## config.mk

```make
export PLATFORM = sky130hd
export DESIGN_NAME = masked_byte_signature_scanner
export DESIGN_NICKNAME = d
export VERILOG_FILES = /design/src/rtl/core/msbs_pkg.sv /design/src/rtl/core/msbs_cell.sv /design/src/rtl/core/msbs_tally.sv /design/src/rtl/core/masked_byte_signature_scanner.sv
export VERILOG_INCLUDE_DIRS = /design/src /design/src/rtl/core
export SDC_FILE = /design/constraint.sdc
export NUM_CORES = 2
export LEC_CHECK = 0
export BUFFER_PORTS_ARGS = -buffer_cell sky130_fd_sc_hd__buf_2
export CORE_UTILIZATION = 59
export CTS_BUF_LIST = sky130_fd_sc_hd__clkbuf_2
export CTS_CLUSTER_DIAMETER = 80
export DETAILED_ROUTE_END_ITERATION = 12
export GPL_TIMING_DRIVEN = 0
export PLACE_DENSITY = 0.84
export SETUP_SLACK_MARGIN = 0.02
export SYNTH_ARGS = -nofsm -noshare
export SYNTH_HDL_FRONTEND = slang
export SYNTH_HIERARCHICAL = 1
export SYNTH_SLANG_ARGS = --single-unit
```

## constraint.sdc

```tcl
create_clock -name aclk -period 5.7 [get_ports aclk]
set_input_delay 0 -clock aclk [delete_from_list [all_inputs] [get_ports aclk]]
set_output_delay 0 -clock aclk [all_outputs]
set_load 0.005 [all_outputs]
```

## src/rtl/core/masked_byte_signature_scanner_defines.svh

```systemverilog
// ----------------------------------------------------------------------------
// Masked byte signature scanner: assertion macros
// Shared concurrent assertion forms, clocked on aclk and disabled in reset.
// ----------------------------------------------------------------------------
`ifndef MASKED_BYTE_SIGNATURE_SCANNER_DEFINES_SVH
`define MASKED_BYTE_SIGNATURE_SCANNER_DEFINES_SVH

// Consequent must hold in the same cycle as the antecedent.
`define MSBS_ASSERT_IMP(label, ante, cons, msg) \
    label: assert property (@(posedge aclk) disable iff (!aresetn) (ante) |-> (cons)) \
        else $error(msg);

// Consequent must hold in the cycle after the antecedent.
`define MSBS_ASSERT_NEXT(label, ante, cons, msg) \
    label: assert property (@(posedge aclk) disable iff (!aresetn) (ante) |=> (cons)) \
        else $error(msg);

`endif

```

## src/rtl/core/msbs_pkg.sv

```systemverilog
// ----------------------------------------------------------------------------
// Masked byte signature scanner package
// Sizes, register indexes, status codes and transfer payload types.
// ----------------------------------------------------------------------------
package msbs_pkg;

    // Longest signature and the bytes that the pattern registers can hold.
    localparam int PATTERN_MAX = 32;
    localparam int REG_BYTES   = 32;
    localparam int LEN_MAX     = (PATTERN_MAX < REG_BYTES) ? PATTERN_MAX : REG_BYTES;
    localparam int LEN_W       = (LEN_MAX > 1) ? $clog2(LEN_MAX) : 1;

    localparam int BYTE_W      = 8;
    localparam int ADDR_W      = 32;
    localparam int LENGTH_W    = 6;
    localparam int CFG_IDX_W   = 3;
    localparam int CFG_DATA_W  = 64;
    localparam int COUNT_W     = 2;

    // Configuration register indexes.
    typedef enum logic [CFG_IDX_W-1:0] {
        REG_PATTERN_0 = 3'd0,
        REG_PATTERN_1 = 3'd1,
        REG_PATTERN_2 = 3'd2,
        REG_PATTERN_3 = 3'd3,
        REG_MASK      = 3'd4,
        REG_LENGTH    = 3'd5,
        REG_BASE      = 3'd6
    } cfg_reg_t;

    // Scan outcome reported on the last byte of a buffer.
    typedef enum logic [1:0] {
        STATUS_NONE      = 2'd0,
        STATUS_UNIQUE    = 2'd1,
        STATUS_AMBIGUOUS = 2'd2
    } status_t;

    typedef struct packed {
        logic [BYTE_W-1:0] code_byte;
        logic              last;
    } in_item_t;

    typedef struct packed {
        status_t           status;
        logic [ADDR_W-1:0] match_address;
    } out_item_t;

    // What the compare stage hands to the tally stage with each byte.
    typedef struct packed {
        logic              last;
        logic [ADDR_W-1:0] offset;
    } scan_stage_t;

endpackage

```

## src/rtl/core/msbs_cell.sv

```systemverilog
// ----------------------------------------------------------------------------
// Masked byte signature scanner: window cell
// Holds one byte of the sliding window with its valid flag, hands both to the
// next cell on each accepted byte and compares its byte with the pattern byte
// that lines up with it.
// ----------------------------------------------------------------------------
module msbs_cell (
    input  logic                        aclk,
    input  logic                        aresetn,
    input  logic                        advance,
    input  logic                        prev_valid,
    input  logic [msbs_pkg::BYTE_W-1:0] prev_byte,
    input  logic                        active,
    input  logic                        compare_en,
    input  logic [msbs_pkg::BYTE_W-1:0] pattern_byte,
    output logic                        valid,
    output logic [msbs_pkg::BYTE_W-1:0] window_byte,
    output logic                        agree
);
    import msbs_pkg::*;

    logic [BYTE_W-1:0] byte_reg;
    logic [BYTE_W-1:0] byte_next;
    logic              valid_reg;
    logic              valid_next;

    // The window moves on by one byte with each accepted transfer.
    assign byte_next  = prev_byte;
    assign valid_next = prev_valid;

    always_ff @(posedge aclk) begin
        if (!aresetn) begin
            byte_reg  <= '0;
            valid_reg <= 1'b0;
        end else if (advance) begin
            byte_reg  <= byte_next;
            valid_reg <= valid_next;
        end
    end

    // A cell beyond the pattern always agrees. A cell in use needs a byte of
    // the current buffer, and that byte must equal the pattern byte unless
    // the pattern byte is a wildcard.
    assign agree = !active || (valid_reg && (!compare_en || (byte_reg == pattern_byte)));

    assign valid       = valid_reg;
    assign window_byte = byte_reg;

endmodule

```

## src/rtl/core/msbs_tally.sv

```systemverilog
// ----------------------------------------------------------------------------
// Masked byte signature scanner: match tally and result register
// Counts matches per buffer, keeps the first match address and loads the
// result on the last byte.
// ----------------------------------------------------------------------------
`include "masked_byte_signature_scanner_defines.svh"

module msbs_tally (
    input  logic                        aclk,
    input  logic                        aresetn,
    input  logic                        s1_valid,
    input  msbs_pkg::scan_stage_t       s1_item,
    input  logic                        hit,
    input  logic [msbs_pkg::ADDR_W-1:0] base_address,
    output logic                        s1_taken,
    output logic                        m_valid,
    input  logic                        m_ready,
    output msbs_pkg::out_item_t         m_data
);
    import msbs_pkg::*;

    logic [COUNT_W-1:0] count_reg;
    logic [COUNT_W-1:0] count_next;
    logic [ADDR_W-1:0]  first_addr_reg;
    logic [ADDR_W-1:0]  first_next;
    logic [ADDR_W-1:0]  cand_addr;
    logic               m_valid_reg;
    out_item_t          m_data_reg;
    status_t            status_next;
    logic               out_free;

    // The result register is free when empty or being read this cycle.
    assign out_free = !m_valid_reg || m_ready;
    assign s1_taken = s1_valid && (!s1_item.last || out_free);

    // Saturating match count and first match address.
    assign cand_addr  = base_address + s1_item.offset;
    assign count_next = (hit && (count_reg != 2'd2)) ? count_reg + 2'd1 : count_reg;
    assign first_next = (hit && (count_reg == 2'd0)) ? cand_addr : first_addr_reg;

    always_comb begin
        case (count_next)
            2'd0:    status_next = STATUS_NONE;
            2'd1:    status_next = STATUS_UNIQUE;
            default: status_next = STATUS_AMBIGUOUS;
        endcase
    end

    // Control state.
    always_ff @(posedge aclk) begin
        if (!aresetn) begin
            count_reg   <= '0;
            m_valid_reg <= 1'b0;
        end else begin
            if (s1_taken) begin
                count_reg <= s1_item.last ? '0 : count_next;
            end
            if (s1_taken && s1_item.last) begin
                m_valid_reg <= 1'b1;
            end else if (m_ready) begin
                m_valid_reg <= 1'b0;
            end
        end
    end

    // Payload registers.
    always_ff @(posedge aclk) begin
        if (s1_taken) begin
            first_addr_reg <= first_next;
            if (s1_item.last) begin
                m_data_reg.status        <= status_next;
                m_data_reg.match_address <= (count_next == 2'd1) ? first_next : '0;
            end
        end
    end

    assign m_valid = m_valid_reg;
    assign m_data  = m_data_reg;

    `MSBS_ASSERT_IMP(a_count_saturates, 1'b1, count_reg != 2'd3, "match count exceeded two")
    `MSBS_ASSERT_NEXT(a_count_cleared, s1_taken && s1_item.last, count_reg == '0, "count kept after last byte")
    `MSBS_ASSERT_NEXT(a_result_loaded, s1_taken && s1_item.last, m_valid_reg, "last byte gave no result")
    `MSBS_ASSERT_IMP(a_address_zero, m_valid_reg && (m_data_reg.status != STATUS_UNIQUE), m_data_reg.match_address == '0, "address set without unique match")

endmodule

```

## src/rtl/core/masked_byte_signature_scanner.sv

```systemverilog
// The result passes from the compare stage register into the result register after its last
// byte is accepted, and is then held in the result register until it is taken.
// Throughput: one byte per cycle while s_ready is high; the row of window cells advances on each accepted byte.
// A last byte waits only while the previous result has not yet been taken.
// Reset (aresetn low, synchronous) restores the configuration registers to their
// defaults and empties the pipeline and the scan state; there is no clearing pass.
// ----------------------------------------------------------------------------
// Masked byte signature scanner
// Searches a byte stream for a signature with per-byte wildcards using a row
// of window cells, and reports none, unique or ambiguous per buffer.
// ----------------------------------------------------------------------------
module masked_byte_signature_scanner (
    input  logic                            aclk,
    input  logic                            aresetn,
    input  logic                            s_valid,
    output logic                            s_ready,
    input  msbs_pkg::in_item_t              s_data,
    output logic                            m_valid,
    input  logic                            m_ready,
    output msbs_pkg::out_item_t             m_data,
    input  logic                            cfg_wen,
    input  logic [msbs_pkg::CFG_IDX_W-1:0]  cfg_index,
    input  logic [msbs_pkg::CFG_DATA_W-1:0] cfg_wdata
);
    import msbs_pkg::*;

    logic [REG_BYTES*BYTE_W-1:0] pattern_reg;
    logic [REG_BYTES-1:0]        mask_reg;
    logic [LENGTH_W-1:0]         length_reg;
    logic [ADDR_W-1:0]           base_reg;

    logic [LEN_W-1:0]  len_idx;
    logic [ADDR_W-1:0] len_ext;
    logic [ADDR_W-1:0] seen_reg;
    logic [ADDR_W-1:0] seen_plus;
    logic              restart_reg;
    logic              s1_valid_reg;
    scan_stage_t       s1_reg;
    logic              s1_taken;
    logic              accept;

    logic [LEN_W-1:0]           align_shift;
    logic [LEN_MAX*BYTE_W-1:0]  rev_pattern;
    logic [LEN_MAX*BYTE_W-1:0]  aligned_pattern;
    logic [LEN_MAX-1:0]         rev_mask;
    logic [LEN_MAX-1:0]         aligned_mask;
    logic [LEN_MAX-1:0]         cell_valid;
    logic [LEN_MAX*BYTE_W-1:0]  cell_byte;
    logic [LEN_MAX-1:0]         cell_agree;
    logic                       hit;

    // Configuration registers.
    always_ff @(posedge aclk) begin
        if (!aresetn) begin
            pattern_reg <= '0;
            mask_reg    <= '1;
            length_reg  <= LENGTH_W'(1);
            base_reg    <= '0;
        end else if (cfg_wen) begin
            case (cfg_reg_t'(cfg_index))
                REG_PATTERN_0: pattern_reg[0*CFG_DATA_W +: CFG_DATA_W] <= cfg_wdata;
                REG_PATTERN_1: pattern_reg[1*CFG_DATA_W +: CFG_DATA_W] <= cfg_wdata;
                REG_PATTERN_2: pattern_reg[2*CFG_DATA_W +: CFG_DATA_W] <= cfg_wdata;
                REG_PATTERN_3: pattern_reg[3*CFG_DATA_W +: CFG_DATA_W] <= cfg_wdata;
                REG_MASK:      mask_reg   <= cfg_wdata[REG_BYTES-1:0];
                REG_LENGTH:    length_reg <= cfg_wdata[LENGTH_W-1:0];
                REG_BASE:      base_reg   <= cfg_wdata[ADDR_W-1:0];
                default: ;
            endcase
        end
    end

    // Effective length: zero counts as one, anything too long is cut.
    always_comb begin
        if (length_reg == '0) begin
            len_idx = '0;
        end else if (length_reg > LENGTH_W'(LEN_MAX)) begin
            len_idx = LEN_W'(LEN_MAX - 1);
        end else begin
            len_idx = LEN_W'(length_reg - LENGTH_W'(1));
        end
    end
    assign len_ext = ADDR_W'(len_idx) + ADDR_W'(1);

    // Input handshake: the compare stage empties when the tally takes it.
    assign s_ready   = !s1_valid_reg || s1_taken;
    assign accept    = s_valid && s_ready;
    assign seen_plus = (seen_reg == '1) ? seen_reg : seen_reg + ADDR_W'(1);

    always_ff @(posedge aclk) begin
        if (!aresetn) begin
            seen_reg     <= '0;
            restart_reg  <= 1'b1;
            s1_valid_reg <= 1'b0;
        end else begin
            if (accept) begin
                seen_reg    <= s_data.last ? '0 : seen_plus;
                restart_reg <= s_data.last;
            end
            s1_valid_reg <= accept || (s1_valid_reg && !s1_taken);
        end
    end

    // Start offset of the window that ends at this byte.
    always_ff @(posedge aclk) begin
        if (accept) begin
            s1_reg.last   <= s_data.last;
            s1_reg.offset <= seen_plus - len_ext;
        end
    end

    // Line the pattern up with the window: the newest byte meets the last
    // pattern byte in use. The first pattern byte is always compared.
    for (genvar q = 0; q < LEN_MAX; q++) begin : g_rev
        assign rev_pattern[q*BYTE_W +: BYTE_W] = pattern_reg[(LEN_MAX-1-q)*BYTE_W +: BYTE_W];
        assign rev_mask[q] = mask_reg[LEN_MAX-1-q] | (q == LEN_MAX - 1);
    end
    assign align_shift     = LEN_W'(LEN_MAX - 1) - len_idx;
    assign aligned_pattern = rev_pattern >> (int'(align_shift) * BYTE_W);
    assign aligned_mask    = rev_mask >> align_shift;

    // Row of window cells, newest byte in cell zero; a new buffer starts
    // with only the newest cell holding a byte.
    for (genvar j = 0; j < LEN_MAX; j++) begin : g_cell
        logic              prev_valid;
        logic [BYTE_W-1:0] prev_byte;
        if (j == 0) begin : g_head
            assign prev_valid = 1'b1;
            assign prev_byte  = s_data.code_byte;
        end else begin : g_body
            assign prev_valid = cell_valid[j-1] && !restart_reg;
            assign prev_byte  = cell_byte[(j-1)*BYTE_W +: BYTE_W];
        end
        msbs_cell u_cell (
            .aclk         (aclk),
            .aresetn      (aresetn),
            .advance      (accept),
            .prev_valid   (prev_valid),
            .prev_byte    (prev_byte),
            .active       (LEN_W'(j) <= len_idx),
            .compare_en   (aligned_mask[j]),
            .pattern_byte (aligned_pattern[j*BYTE_W +: BYTE_W]),
            .valid        (cell_valid[j]),
            .window_byte  (cell_byte[j*BYTE_W +: BYTE_W]),
            .agree        (cell_agree[j])
        );
    end

    // The window matches when every cell in use agrees.
    assign hit = &cell_agree;

    msbs_tally u_tally (
        .aclk         (aclk),
        .aresetn      (aresetn),
        .s1_valid     (s1_valid_reg),
        .s1_item      (s1_reg),
        .hit          (hit),
        .base_address (base_reg),
        .s1_taken     (s1_taken),
        .m_valid      (m_valid),
        .m_ready      (m_ready),
        .m_data       (m_data)
    );

endmodule

```

==> results of run 1 <==
[repair_timing]
item	CTS
setup endpoints to repair	92
cloned	3
hold buffers	316
buffers inserted	126
pin swaps	78
resized for setup	961
endpoints found under the hold margin	750
[synth_stat cells (19+ instances only)]
master | n | area share [%]
dfxtp_1 | 650 | 27
o22ai_1 | 51 | 0.67
o211ai_1 | 25 | 0.39
a221oi_1 | 47 | 0.86
nand4_1 | 28 | 0.37
nand3_1 | 105 | 1.1
a21boi_0 | 295 | 4.6
nor2_1 | 309 | 2.4
nor4_1 | 73 | 0.95
nor3_1 | 39 | 0.41
o21ai_0 | 159 | 1.7
ha_1 | 41 | 1.1
xor2_1 | 287 | 5.3
inv_1 | 29 | 0.23
edfxtp_1 | 99 | 6.2
clkbuf_1 | 246 | 1.9
o21a_1 | 37 | 0.58
o22a_1 | 29 | 0.53
a22oi_1 | 50 | 0.78
buf_2 | 110 | 1.2
mux2i_1 | 707 | 15
a22o_1 | 25 | 0.46
and3_1 | 30 | 0.39
a31oi_1 | 53 | 0.69
a32oi_1 | 19 | 0.35
a211oi_1 | 21 | 0.33
xnor2_1 | 52 | 0.95
o21ai_1 | 65 | 0.68
a21oi_1 | 212 | 2.2
nand2_1 | 1096 | 8.6
nor2b_1 | 373 | 4.9
mux2_2 | 62 | 1.5
and2_1 | 58 | 0.76
nand2b_1 | 20 | 0.26
[cells by family after synthesis]
family,count (synthesis),synth area share (%)
adders and majority gates,48,1.27
buffers and inverters,436,4.04
muxes,786,16.9
xor gates and xnor gates,339,6.21
other,1,0.00784
AOI/OAI and AO/OA,1208,17.2
and+or+nand+nor,2177,21.0
DFF,749,33.4
[routing by layer]
| metal | overflow | global-route usage, % |
|---|---|---|
| met5 | 1 | 39.8 |
| met4 | 56 | 70.3 |
| met3 | 1 | 63.7 |
| met2 | 58 | 91.4 |
| met1 | 0 | 81.5 |
[metrics by stage]
step,setup WS [ps],setup TNS (ps),std cells,util [%],cell area (um2)
global placement,-3430,-205500,6920,61.9,49700
floorplan,103,0,5746,-,47800
CTS,-899,-41640,7693,75.3,60500
detailed placement,-3580,-215000,6927,62.0,49900
==> flow_summary_export.csv, run 1 <==
group,metric,value,unit
run_status,status,"aborted with a tool error",
run_status,haltStage,"5_1_grt",
run_status,stop_error,"[ERROR GRT-0116] Global routing finished with congestion. Check the congestion regions in the DRC Viewer.",
placed_design,place.detailed.hpwl,206,mm
placed_design,finalWeightedCongestion,1.25,
yosys,synthesis.yosys.warnings,6,
floorplanning,width_of_the_die,287,um
yosys,synth.cell_area,47800,um2
grt,largest_net_degree_at_the_start_of_global_routing,228,
floorplanning,row_count,104,
floorplanning,initial_core_util,59.5,%
clock_tree,sinks_on_clock_net,749,
grt,first_global_vias,59600,
grt,grt_first_pass_wirelength,457,mm
yosys,synth_cell_types,100,
grt,grt.total_usage,77.8,%
floorplanning,floorplan.io_pins,117,
yosys,asyncSetResetFlopFracSynth,0,%
yosys,ys_ff_latch,749,
yosys,synth.yosys.seq_area_share,33.4,%
floorplanning,die_h,287,um
placed_design,io_buffer_count,114,
clock_tree,cts_root_buffer_type,"clkbuf_2",
yosys,average_instance_area_after_synthesis,8.33,um2
yosys,postSynthCellCount,5744,
yosys,synth_enable_flop_cells,99,
clock_tree,htree_levels,4,
grt,globalRoute.totalOverflow,116,
clock_tree,clk_path_buf_depth,3,
clock_tree,numCtsBuffers,181,
yosys,most_instantiated_flip_flop_cell_in_the_synthesis_netlist,"dfxtp_1",
==> run 2: changes to the inputs <==
- CORE_UTILIZATION: 59 -> 40
- CTS_BUF_LIST: sky130_fd_sc_hd__clkbuf_2 -> not set
- CTS_CLUSTER_DIAMETER: 80 -> not set
- PLACE_DENSITY: 0.84 -> not set
- PLACE_DENSITY_LB_ADDON: not set -> 0.15
- SETUP_SLACK_MARGIN: 0.02 -> not set
- clock period: 5.7 -> 7.4 ns (I/O delays scaled with it)
==> flow_summary_export.csv, run 2 <==
group,metric,value,unit
run_status,status,"finished with violations",
run_status,failing_checks,"negative setup slack",
pwr,power.ir.vdd_worst,0.200,mV
timing,timing_hold_violations_final,0,
grt,largest_net_degree_at_the_start_of_global_routing,149,
timing,post-route-min-period,7630,ps
placed_design,finalWeightedCongestion,1.11,
floorplanning,die_h,348,um
clock_tree,numCtsBuffers,82,
placed_design,placedCellCount,7467,
layout,most-common-layout-cells,"nand2_1, dfxtp_1, mux2i_1, nor2b_1, nor2_1",
layout,multiInputGateArea,32700,um2
yosys,synth.cell_area,47800,um2
yosys,yosys-top-cells-area,"dfxtp_1, mux2i_1, nand2_1",
grt,globalRoute.totalOverflow,0,
layout,number_of_fill_cells_in_the_layout,11600,
yosys,most_instantiated_flip_flop_cell_in_the_synthesis_netlist,"dfxtp_1",
route,detailroute.via_count,49800,
pwr,power_leakage,22.2,nW
yosys,synthMostInstantiatedCell,"nand2_1",
route,postRouteAntennaNets,0,
layout,layout-drive-gt1-share,16.2,%
critical_path,critical_path.max_stage_delay,600,ps
grt,number_of_antenna_violations_at_the_first_check_in_global_routing,40,
grt,first_global_vias,45300,
timing,min_period_over_period,103,%
yosys,ys_ff_latch,749,
floorplanning,floorplan.io_pins,117,
critical_path,cp_data_arrival_time,8110,ps
timing,max_slew.worst_pin.slew,1450,ps
layout,final_design_area_no_fill,57600,um2
yosys,synthesis.yosys.warnings,6,
floorplanning,width_of_the_die,348,um
yosys,asyncSetResetFlopFracSynth,0,%
timing,slew_violations,0,
critical_path,criticalPathCategory,"reg2reg",
critical_path,timing.critical_path.slowest_stage_cell,"or4_4",
route,detail_route.wl_per_cell,38.2,um
worst_hold_path,worst_hold_path_type,"in2reg",
yosys,synth_area_leader_cell,"dfxtp_1",
route,drt_pre_antenna_iters,12,
yosys,netlist_top_cells_count,"nand2_1, mux2i_1, dfxtp_1",
yosys,synth_cell_types,100,
floorplanning,core-area,118000,um2
layout,finalNetCount,6201,
critical_path,worst_path_dominant_cell_family,"simple AND/OR/NAND/NOR gates",
pwr,power.density,188,nW/um2
critical_path,setup.worst_path.start_class,"register",
placed_design,place_area,50500,um2
placed_design,io_buffer_count,114,
layout,utilization,48.7,%
yosys,synth_enable_flop_cells,99,
critical_path,wp_buf_inv,7,
route,post_drt_via_cell_ratio,6.42,
critical_path,timing.critical_path.fanout_max,10,
route,drt-total-wl,297,mm
floorplanning,initial_core_util,40.4,%
critical_path,crit_path_end_kind,"register",
route,drcViolationCount,0,
clock_tree,cts_tree,"built",
clock_tree,sinks_on_clock_net,749,
critical_path,critical_path_required,7880,ps
timing,worst_clock_skew_on_the_final_layout,27.5,ps
clock_tree,clk-insertion-delay-late,740,ps
grt,grt.total_usage,47.5,%
layout,layout-area-overhead-vs-synth,20.5,%
yosys,postSynthCellCount,5744,
timing,fmaxAchievable,0.131,GHz
floorplanning,row_count,126,
critical_path,path_common_cell,"inv_1",
floorplanning,die_outline_area,121000,um2
clock_tree,htree_levels,3,
timing,slew-limit-headroom,3.08,%
layout,post_layout_nonfiller_instances,7758,
clock_tree,cts.reportedPaths.clkPinSlew,60,ps
flow_run,maxCapViolations,0,
layout,final_common_cell,"nand2_1",
timing,setup_ws,-228,ps
grt,grt_first_pass_wirelength,391,mm
route,violation_count_after_the_first_detailed_route_iteration,6943,
yosys,yosysTopAreaCellShare,27.2,%
timing,setup_violation_total_in_the_final_timing_report,41,
layout,regArea,16000,um2
clock_tree,cts_root_buffer_type,"clkbuf_16",
clock_tree,clk_path_buf_depth,3,
yosys,average_instance_area_after_synthesis,8.33,um2
yosys,synth.yosys.seq_area_share,33.4,%
placed_design,place.detailed.hpwl,241,mm
## run 2: cell counts after synthesis
No cell type changed its count.
## run 2: cell type report
| type | count | area share [%] |
|---|---|---|
| Antenna cell | 17 | 0.0738 |
| Buffer | 401 | 3.64 |
| Clock buffer | 112 | 4.02 |
| Clock inverter | 36 | 0.849 |
| Inverter | 34 | 0.241 |
| Multi-Input combinational cell | 4561 | 56.6 |
| Sequential cell | 749 | 27.7 |
| Tap cell | 1600 | 3.47 |
| Timing Repair Buffer | 248 | 3.34 |
## run 2: tightest hold or removal path, cell delays in order
cell	delay (ps)
clkbuf_1	260
nor3_1	270
nand2_1	120
nand3_1	70
## run 2: metrics by stage
step	total power, mW	TNS, ps	worst slack (ps)	hold WS [ps]
6_report	10.9	-5330	-228	47.9
5_1_grt	11.0	-3430	-142	58.6
4_1_cts	10.6	0	0.778	13.1
3_5_place_dp	6.27	-152750	-2720	253
3_3_place_gp	6.27	-157910	-2820	246
2_1_floorplan	5.38	0	1800	98.9
## run 2: report_power, final
group / internal (mW) / switching, mW
Combinational: 0.657 / 1.55
Sequential: 4.23 / 0.105
Clock: 2.49 / 1.82
## run 2: final timing paths
| check | slack, ps | from | depth (start not counted) | end |
|---|---|---|---|---|
| setup / recovery | -230 | length_reg[0] | 26 | u_tally/m_data[14] |
| hold reg to reg | 470 | pattern_reg[251] | 2 | pattern_reg[251] |
| hold / removal | 50 | cfg_index[1] | 4 | mask_reg[31] |
| setup reg to reg | -230 | length_reg[0] | 26 | u_tally/m_data[14] |
## run 2: cell families after synthesis
kind of cell,Yosys count,share of synthesized area (%)
AOI/OAI and AO/OA,1208,17.2
xor gates and xnor gates,339,6.21
adders and majority gates,48,1.27
buffers and inverters,436,4.04
DFF,749,33.4
muxes,786,16.9
other,1,0.00784
and+or+nand+nor,2177,21.0
## run 2: routing by layer
layer,vias up,GRT usage (%),part of all wire [%]
met5,-,1.72,0.19
met2,3419,67.4,40
li1,21000,-,-
met3,983,15.7,11
met4,46,33.4,8.6
met1,24400,60.0,40
## run 2: repair_timing
action / 4_1_cts / 5_1_grt
pin swaps: 15 / 16
setup buffers: 21 / 26
resized for setup: 367 / 376
setup endpoints to repair: 68 / 66
hold endpoints to repair: 482 / 0
hold buffers: 80 / 0
(Power assumes the default switching activity.)
